$ cat src/omvl_pkg.sv
// Package with the shared types and constants of the overcurrent majority vote latch.
`timescale 1ns / 1ps
`default_nettype none
package omvl_pkg;

    localparam int unsigned OMVL_WINDOW = 10;
    localparam int unsigned THR_W = 4;
    localparam int unsigned CNT_OUT_W = 4;
    localparam logic [THR_W-1:0] THR_RESET = 4'd7;

    typedef enum logic {
        ACT_TICK  = 1'b0,
        ACT_REARM = 1'b1
    } t_action;

    typedef struct packed {
        logic shift;
        logic load;
        logic load_val;
    } t_cell_ctrl;

endpackage
`default_nettype wire

$ cat src/omvl_in_if.sv
// Input item channel: action and fault line level.
`timescale 1ns / 1ps
`default_nettype none
interface omvl_in_if;
    import omvl_pkg::*;

    logic    valid;
    logic    ready;
    t_action action;
    logic    line_active;

    modport source (output valid, output action, output line_active, input ready);
    modport sink (input valid, input action, input line_active, output ready);
endinterface
`default_nettype wire

$ cat src/omvl_out_if.sv
// Result item channel: latch, count and fill status.
`timescale 1ns / 1ps
`default_nettype none
interface omvl_out_if;
    import omvl_pkg::*;

    logic                 valid;
    logic                 ready;
    logic                 fault_latched;
    logic [CNT_OUT_W-1:0] active_count;
    logic                 window_filled;

    modport source (output valid, output fault_latched, output active_count,
                    output window_filled, input ready);
    modport sink (input valid, input fault_latched, input active_count,
                  input window_filled, output ready);
endinterface
`default_nettype wire

$ cat src/omvl_cfg_if.sv
// Configuration write channel carrying the trip threshold.
`timescale 1ns / 1ps
`default_nettype none
interface omvl_cfg_if;
    import omvl_pkg::*;

    logic             valid;
    logic             ready;
    logic [THR_W-1:0] trip_threshold;

    modport source (output valid, output trip_threshold, input ready);
    modport sink (input valid, input trip_threshold, output ready);
endinterface
`default_nettype wire

$ cat src/omvl_cell.sv
// One sample cell of the window shift chain.
`timescale 1ns / 1ps
`default_nettype none
module omvl_cell (
    input  wire logic                i_clk,
    input  wire logic                i_rst_n,
    input  wire omvl_pkg::t_cell_ctrl i_ctrl,
    input  wire logic                i_d,
    output logic                     o_q
);
    import omvl_pkg::*;

    logic r_q;
    logic n_q;

    always_comb begin
        n_q = r_q;
        if (i_ctrl.load) begin
            n_q = i_ctrl.load_val;
        end else if (i_ctrl.shift) begin
            n_q = i_d;
        end
    end

    always_ff @(posedge i_clk) begin
        if (!i_rst_n) begin
            r_q <= 1'b0;
        end else begin
            r_q <= n_q;
        end
    end

    assign o_q = r_q;
endmodule
`default_nettype wire

$ cat src/overcurrent_majority_vote_latch_unit.sv
// Top level of the overcurrent majority vote latch: cell chain, counters and result register.
//
//   channel  | dir | handshake     | payload
//   ---------+-----+---------------+------------------------------------------
//   i_in     | in  | valid / ready | action, line_active
//   o_out    | out | valid / ready | fault_latched, active_count, window_filled
//   i_cfg    | in  | valid / ready | trip_threshold
//
// An item is taken every cycle while ready; its result is registered into the output register.
// The input is ready whenever the output register is empty or being read in the same cycle.
// The window is a chain of WINDOW cells that shifts once per tick; the oldest sample drops out.
// Reset clears the window, counters and latch and loads a trip threshold of seven.
// The configuration channel is always ready.
`timescale 1ns / 1ps
`default_nettype none
module overcurrent_majority_vote_latch_unit #(
    parameter int unsigned WINDOW = omvl_pkg::OMVL_WINDOW
) (
    input  wire logic   i_clk,
    input  wire logic   i_rst_n,
    omvl_in_if.sink     i_in,
    omvl_out_if.source  o_out,
    omvl_cfg_if.sink    i_cfg
);
    import omvl_pkg::*;

    localparam int unsigned CNT_W = $clog2(WINDOW + 1);
    localparam int unsigned CMP_W = (CNT_W > THR_W) ? CNT_W : THR_W;
    localparam logic [CNT_W-1:0] FULL = CNT_W'(WINDOW);

    logic [THR_W-1:0] r_thr;
    logic [CNT_W-1:0] r_count, n_count;
    logic [CNT_W-1:0] r_fill, n_fill;
    logic             r_fault, n_fault;
    logic             r_o_valid;
    logic             r_o_fault;
    logic [CNT_OUT_W-1:0] r_o_count;
    logic             r_o_filled;

    logic             in_acc;
    logic             is_rearm;
    t_cell_ctrl       cell_ctrl;
    logic [WINDOW-1:0] cell_q;
    logic             oldest;

    assign i_cfg.ready = 1'b1;
    assign i_in.ready  = !r_o_valid || o_out.ready;
    assign in_acc      = i_in.valid && i_in.ready;
    assign is_rearm    = (i_in.action == ACT_REARM);

    assign cell_ctrl.shift    = in_acc && !is_rearm;
    assign cell_ctrl.load     = in_acc && is_rearm;
    assign cell_ctrl.load_val = i_in.line_active;

    genvar g;
    generate
        for (g = 0; g < WINDOW; g++) begin : g_cell
            omvl_cell u_cell (
                .i_clk   (i_clk),
                .i_rst_n (i_rst_n),
                .i_ctrl  (cell_ctrl),
                .i_d     ((g == 0) ? i_in.line_active : cell_q[(g == 0) ? 0 : g - 1]),
                .o_q     (cell_q[g])
            );
        end
    endgenerate

    assign oldest = cell_q[WINDOW-1];

    always_comb begin
        n_count = r_count;
        n_fill  = r_fill;
        n_fault = r_fault;
        if (is_rearm) begin
            if (i_in.line_active) begin
                n_count = FULL;
                n_fill  = FULL;
                n_fault = 1'b1;
            end else begin
                n_count = '0;
                n_fill  = '0;
                n_fault = 1'b0;
            end
        end else begin
            n_count = r_count - CNT_W'(oldest) + CNT_W'(i_in.line_active);
            if (r_fill != FULL) begin
                n_fill = r_fill + CNT_W'(1);
            end
            if ((n_fill == FULL) && (CMP_W'(n_count) >= CMP_W'(r_thr))) begin
                n_fault = 1'b1;
            end
        end
    end

    always_ff @(posedge i_clk) begin
        if (!i_rst_n) begin
            r_thr     <= THR_RESET;
            r_count   <= '0;
            r_fill    <= '0;
            r_fault   <= 1'b0;
            r_o_valid <= 1'b0;
        end else begin
            if (i_cfg.valid && i_cfg.ready) begin
                r_thr <= i_cfg.trip_threshold;
            end
            if (in_acc) begin
                r_count   <= n_count;
                r_fill    <= n_fill;
                r_fault   <= n_fault;
                r_o_valid <= 1'b1;
            end else if (o_out.ready) begin
                r_o_valid <= 1'b0;
            end
        end
    end

    always_ff @(posedge i_clk) begin
        if (in_acc) begin
            r_o_fault  <= n_fault;
            r_o_count  <= CNT_OUT_W'(n_count);
            r_o_filled <= (n_fill == FULL);
        end
    end

    assign o_out.valid         = r_o_valid;
    assign o_out.fault_latched = r_o_fault;
    assign o_out.active_count  = r_o_count;
    assign o_out.window_filled = r_o_filled;
endmodule
`default_nettype wire

$ cat src/flat_wrapper.sv
// flat-port wrapper written by rule: the top's interface ports become plain ports
module overcurrent_majority_vote_latch_unit_flat import omvl_pkg::*;
#(
    parameter int unsigned WINDOW = omvl_pkg::OMVL_WINDOW
)
  (i_clk, i_rst_n, i_in_valid, i_in_action, i_in_line_active, i_in_ready, o_out_valid, o_out_fault_latched, o_out_active_count, o_out_window_filled, o_out_ready, i_cfg_valid, i_cfg_trip_threshold, i_cfg_ready);
  omvl_in_if i_in_i ();
  omvl_out_if o_out_i ();
  omvl_cfg_if i_cfg_i ();
  input  wire logic i_clk;
  input  wire logic i_rst_n;
  input wire logic [$bits(i_in_i.valid)-1:0] i_in_valid;
  input wire logic [$bits(i_in_i.action)-1:0] i_in_action;
  input wire logic [$bits(i_in_i.line_active)-1:0] i_in_line_active;
  output wire logic [$bits(i_in_i.ready)-1:0] i_in_ready;
  output wire logic [$bits(o_out_i.valid)-1:0] o_out_valid;
  output wire logic [$bits(o_out_i.fault_latched)-1:0] o_out_fault_latched;
  output wire logic [$bits(o_out_i.active_count)-1:0] o_out_active_count;
  output wire logic [$bits(o_out_i.window_filled)-1:0] o_out_window_filled;
  input wire logic [$bits(o_out_i.ready)-1:0] o_out_ready;
  input wire logic [$bits(i_cfg_i.valid)-1:0] i_cfg_valid;
  input wire logic [$bits(i_cfg_i.trip_threshold)-1:0] i_cfg_trip_threshold;
  output wire logic [$bits(i_cfg_i.ready)-1:0] i_cfg_ready;
  assign i_in_i.valid = i_in_valid;
  assign i_in_i.action = i_in_action;
  assign i_in_i.line_active = i_in_line_active;
  assign i_in_ready = i_in_i.ready;
  assign o_out_valid = o_out_i.valid;
  assign o_out_fault_latched = o_out_i.fault_latched;
  assign o_out_active_count = o_out_i.active_count;
  assign o_out_window_filled = o_out_i.window_filled;
  assign o_out_i.ready = o_out_ready;
  assign i_cfg_i.valid = i_cfg_valid;
  assign i_cfg_i.trip_threshold = i_cfg_trip_threshold;
  assign i_cfg_ready = i_cfg_i.ready;
  overcurrent_majority_vote_latch_unit #(.WINDOW(WINDOW)) u_core (.i_clk(i_clk), .i_rst_n(i_rst_n), .i_in(i_in_i), .o_out(o_out_i), .i_cfg(i_cfg_i));
endmodule
$ cat config.mk
export PLATFORM = sky130hd
export DESIGN_NAME = overcurrent_majority_vote_latch_unit_flat
export DESIGN_NICKNAME = d
export VERILOG_FILES = /design/src/omvl_pkg.sv /design/src/omvl_in_if.sv /design/src/omvl_out_if.sv /design/src/omvl_cfg_if.sv /design/src/omvl_cell.sv /design/src/overcurrent_majority_vote_latch_unit.sv /design/src/flat_wrapper.sv
export SDC_FILE = /design/constraint.sdc
export NUM_CORES = 1
export LEC_CHECK = 0
export BUFFER_PORTS_ARGS = -buffer_cell sky130_fd_sc_hd__buf_2
export CAP_MARGIN = 20
export CORE_MARGIN = 1.5
export CORE_UTILIZATION = 55
export CTS_BUF_LIST = sky130_fd_sc_hd__clkbuf_4
export CTS_CLUSTER_SIZE = 8
export DETAILED_ROUTE_END_ITERATION = 10
export MAX_ROUTING_LAYER = met4
export PLACE_DENSITY = 0.73
export SETUP_SLACK_MARGIN = 0.5
export SYNTH_ARGS = -nofsm -noshare
export SYNTH_HDL_FRONTEND = slang
export SYNTH_HIERARCHICAL = 1
export SYNTH_SLANG_ARGS = --single-unit
$ cat constraint.sdc
create_clock -name i_clk -period 5.51 [get_ports i_clk]
set_input_delay 0.551 -clock i_clk [delete_from_list [all_inputs] [get_ports i_clk]]
set_output_delay 0.551 -clock i_clk [all_outputs]
set_load 0.01 [all_outputs]
# After elaboration in Yosys (flattened, before gate mapping)
# Index checks and enable logic that the tools add are counted.
# totals
register_bits	30
in_bits	11
output_inout_bits	9
word_cells	64
# classes
addsub	3
order_cmp	1
n_eq_ne	3
n_mux	30
n_reduce_logical	9
# op_table
cell	count
2-to-1 mux 1 bit	25
2-to-1 mux 4 bit	5
equality test 4 bit, second input constant	2
adder 4 x 1 -> 4 bit	1
adder 4 x 1 -> 4 bit, second input constant	1
>= comparator 4 bit	1
logical AND 1 bit	4
inequality test 4 bit, second input constant	1
nonzero test 2 bit	2
subtractor 4 x 1 -> 4 bit	1
logical NOT 1 bit	2
logical OR 1 bit	1

# Logic depth before layout (Yosys ltp)
# depth
depth_word	7
ltp_mapped	11
ltp_nobuf	11

# Cells and area by module
# The synthesis kept the hierarchy.
# modules_own_cells
mod	n_inst	cells_each	area_each_um2	seq_area_each_um2
overcurrent_majority_vote_latch_unit	1	128	1172.4	460.4
omvl_cell	10	4	47.5	20.0

# Worst setup path before layout
# Ideal clock, no wire load.
# synth_path
path_kind	reg-to-reg
start	register u_core.r_count[0]
end	register u_core.r_o_fault (netlist: u_core/o_out.fault_latched), data pin
setup_time_ps	262
arrival_ps	1969
required_time_ps	5248
path_slack_ps	3279
path_stages_with_launch	11
n_path_buf	0
synth_period_minus_slack_ps	2231
path_cell_list	dfxtp_1 > inv_1 > ha_1 > inv_1 > ha_1 > fa_1 > xor2_1 > ha_1 > a211oi_1 > o21a_1 > nor3_2
# synth_between
elab_chain_len	6
# synth_lines
item	line	rtl
from (decl)	overcurrent_majority_vote_latch_unit.sv:32	logic [CNT_W-1:0] r_count, n_count;
from (signal assigned)	overcurrent_majority_vote_latch_unit.sv:107	r_count <= n_count;
subtractor 4 x 1 -> 4 bit	overcurrent_majority_vote_latch_unit.sv:85	n_count = r_count - CNT_W'(oldest) + CNT_W'(i_in.line_active);
adder 4 x 1 -> 4 bit	overcurrent_majority_vote_latch_unit.sv:85	
>= comparator 4 bit	overcurrent_majority_vote_latch_unit.sv:89	if ((n_fill == FULL) && (CMP_W'(n_count) >= CMP_W'(r_thr))) begin
logical AND 1 bit	overcurrent_majority_vote_latch_unit.sv:89	
2-to-1 mux 1 bit	overcurrent_majority_vote_latch_unit.sv:89	
2-to-1 mux 1 bit	overcurrent_majority_vote_latch_unit.sv:74	if (is_rearm) begin
net u_core.n_fault	overcurrent_majority_vote_latch_unit.sv:34	logic r_fault, n_fault;
to (signal assigned)	overcurrent_majority_vote_latch_unit.sv:119	r_o_fault <= n_fault;
to (decl)	overcurrent_majority_vote_latch_unit.sv:36	logic r_o_fault;
# The timed path passes the listed nets, and every way through them passes these cells.
# A chain may end at the register's enable or synchronous reset.

# Worst setup path in the final report
# Ends and elaborated chain as after synthesis.

==> out/qor.yml <==
global_routing:
  grt_pass1_vias: 1197
  grt_max_degree: 25
  overflow: 0
  antenna_found_initial: 0
  grt_first_pass_wirelength_mm: 5.444
  globalRouteTotalUtil: 0.2223
clock_tree:
  clkLatencyLatePin_ns: 0.32
  cts_tree: "built"
  clock-root-buffer: "clkbuf_4"
  clockBufferDepth: 2
  ctsHoldBuffers: 0
  clk_transition_reported_paths_ns: 0.09
  cts_setup_buffers: 0
  numClockSinks: 30
  h-tree-depth: 2
  numCtsBuffers: 5
  cts_resized: 0
timing:
  report.final.slew_viol_count: 0
  setup_ws_ns: 3.125
  fin_crit_ns: 2.385
  relSlewSlack: 0.4705
  fin_crit_sh: 0.4329
  setup-violations-final: 0
  tns_ns: 0
  rsz0062_at_grt: "false"
  final-hold-violation-count: 0
  skew_ns: 0.006801
  fmax_mhz: 419.3
  worstMarginPinSlew_ns: 0.7913
die:
  die_y_um: 57.74
  core_area_sq_um: 2805
  fp-row-count: 19
  pin_count: 20
  initial_core_util: 0.5874
  dieWidth_um: 57.74
  die_area_sq_um: 3333
worst_setup_path:
  worst_ep_required_time_ns: 5.58
  cp_max_fo: 2
  r2r-end: "u_core/o_out.fault_latched$_DFFE_PP_"
  critical-path-max-stage-delay_ns: 0.38
  critPathSlowestCell: "fa_1"
  crit_family: "adder cells"
  crit_buf_inv: 2
  r2r_cells: 10
  path_cells: "inv_1 > ha_1 > inv_1 > ha_1 > fa_1 > xor2_1 > ha_1 > a211oi_1 > o21a_1 > nor3_2"
  cp.depth: 10
  cpMostUsedCell: "ha_1"
  crit_path_end_kind: "flip-flop"
  crit_start: "u_core/r_count[0]$_SDFFE_PN0P_"
  critPathCapture: "u_core/o_out.fault_latched$_DFFE_PP_"
  reg2reg_from: "u_core/r_count[0]$_SDFFE_PN0P_"
  critical_path.startpoint_type: "flip-flop"
  worstPathArrival_ns: 2.45
  regToRegSetupSlack_ns: 3.12
  critPathKind: "reg2reg"
synth:
  synth-edff-count: 6
  netlist_instances: 168
  yosysWarnings: 6
  syn_avg_cell_area_sq_um: 9.809
  ys_ff_latch: 30
  syn-cell-area_sq_um: 1648
  synth.distinct_cells: 42
  synth_ff_type: "dfxtp_1"
  async_flop_share: 0
  synth-seq-area-share: 0.4009
  synth_nets: 190
power_and_ir_drop:
  peakVddDrop_v: 0.0001614
  pwr_density_cell_nw_per_um2: 263.7
  power_uw: 475.2
  p_leak_uw: 0.0008510
drt:
  first_iter_violations: 33
  drt-total-wl_mm: 3.064
  wl_per_cell_um: 13.93
  viasPerCell: 5.650
  drtPass1Iterations: 7
  antenna_left: 0
  vias: 1243
  drc_errors: 1
placement:
  place_ws_ns: 3.002
  port_buffers: 18
  hpwl_mm: 2.192
  gp_congestion: 0.8677
  dpl-instance-area_sq_um: 1740
status:
  violations: "design-rule violations"
  status: "finished with violations"
final_layout:
  fillers: 247
  fin_area_sq_um: 1802
  layout_commonest_cell: "dfxtp_1"
  nNetsFinal: 210
  final_cell_mix: "24 x dfxtp_1, 18 x buf_2, 14 x nand2_1, 13 x inv_1, 12 x nand2b_1"
  diodes: 0
  syn_to_final_growth_pct: 9.340
  drive_above_1_share: 0.1693
hold_path:
  hold_path_class: "in2reg"
flow_run:
  cap_violations: 0
==> area by class of cell <==
| class | count | area (sq um) | area share |
|---|---|---|---|
| Clock buffer | 6 | 45.04 | 0.02500 |
| Clock inverter | 2 | 8.758 | 0.004861 |
| Inverter | 14 | 52.55 | 0.02917 |
| Multi-Input combinational cell | 118 | 898.4 | 0.4986 |
| Sequential cell | 30 | 660.6 | 0.3667 |
| Tap cell | 31 | 38.79 | 0.02153 |
| Timing Repair Buffer | 19 | 97.59 | 0.05417 |
==> stage by stage <==
stage | cells | utilization | hold slack (ns)
6_report | 220 | 0.6423 | 0.4444
5_1_grt | 220 | 0.6423 | 0.4412
4_1_cts | 219 | 0.6396 | 0.4319
3_5_place_dp | 211 | 0.6204 | 0.4754
3_3_place_gp | 211 | 0.6204 | 0.4617
2_1_floorplan | 168 | - | 0.4435
==> cell usage after synthesis, types with 3 or more instances <==
cell type	n	area [sq um]
a21boi_0	7	52.55
a21oi_1	4	20.02
a31oi_1	3	18.77
dfxtp_1	24	480.5
edfxtp_1	6	180.2
ha_1	10	125.1
inv_1	13	48.80
mux2_1	10	112.6
nand2_1	14	52.55
nand2b_1	12	75.07
nand3_1	5	25.02
nor2_1	6	22.52
o211a_1	10	100.1
o211ai_1	3	22.52
o21ai_0	6	30.03
==> worst reg2reg max path: stages, from the launching register on <==
cell and delay, ns:
dfxtp_1 0.35, inv_1 0.05, ha_1 0.26, inv_1 0.04, ha_1 0.19, fa_1 0.38, xor2_1 0.18, ha_1 0.20
a211oi_1 0.24, o21a_1 0.21, nor3_2 0.04
==> sequential cells by signal, summed over array words and instances (netlist names) <==
register	cells
u_core/o_out.fault_latched	1
u_core/g_cell.u_cell/o_q	10
u_core/o_out.window_filled	1
u_core/r_count	4
u_core/r_fill	4
u_core/o_out.valid	1
u_core/r_fault	1
u_core/o_out.active_count	4
u_core/r_thr	4
==> cells by family after synthesis <==
family                     synth area share
and+or+nand+nor                      0.1534
other                              0.002276
xor gates and xnor gates            0.01595
DFF                                  0.4009
AOI/OAI and AO/OA                    0.2050
buffers and inverters               0.05391
muxes                               0.08049
adders and majority gates           0.08808
==> layer usage <==
layer | wire length (um) | GRT usage | vias to the layer above | part of all wire
met5 | 0 | - | - | 0
li1 | - | - | 638 | -
met3 | 151 | 0.06696 | 5 | 0.049
met4 | 37 | 0.06645 | 0 | 0.012
met2 | 1444 | 0.3555 | 36 | 0.47
met1 | 1431 | 0.2713 | 564 | 0.47
==> worst min-delay path by stage <==
stage | start | endpoint | slack [ns] | cells after the start
global route | i_cfg_trip_threshold[0] | u_core/r_thr[0]$_SDFFE_PN1P_ | 0.44 | 3
finish | i_cfg_trip_threshold[0] | u_core/r_thr[0]$_SDFFE_PN1P_ | 0.44 | 3
CTS | i_cfg_trip_threshold[0] | u_core/r_thr[0]$_SDFFE_PN1P_ | 0.43 | 3
global placement | u_core/r_count[0]$_SDFFE_PN0P_ | u_core/r_count[0]$_SDFFE_PN0P_ | 0.46 | 2
floorplan | u_core/r_count[0]$_SDFFE_PN0P_ | u_core/r_count[0]$_SDFFE_PN0P_ | 0.44 | 2
detailed placement | u_core/r_thr[0]$_SDFFE_PN1P_ | u_core/r_thr[0]$_SDFFE_PN1P_ | 0.48 | 2
==> power by group <==
part | leakage, uW | switching, uW | total, uW | internal, uW
clock network | 0.0000331 | 70.9 | 124 | 52.8
registers | 0.000257 | 9.09 | 251 | 242
logic | 0.000560 | 55.6 | 100 | 44.7
Power figures use the tool's default switching activity.
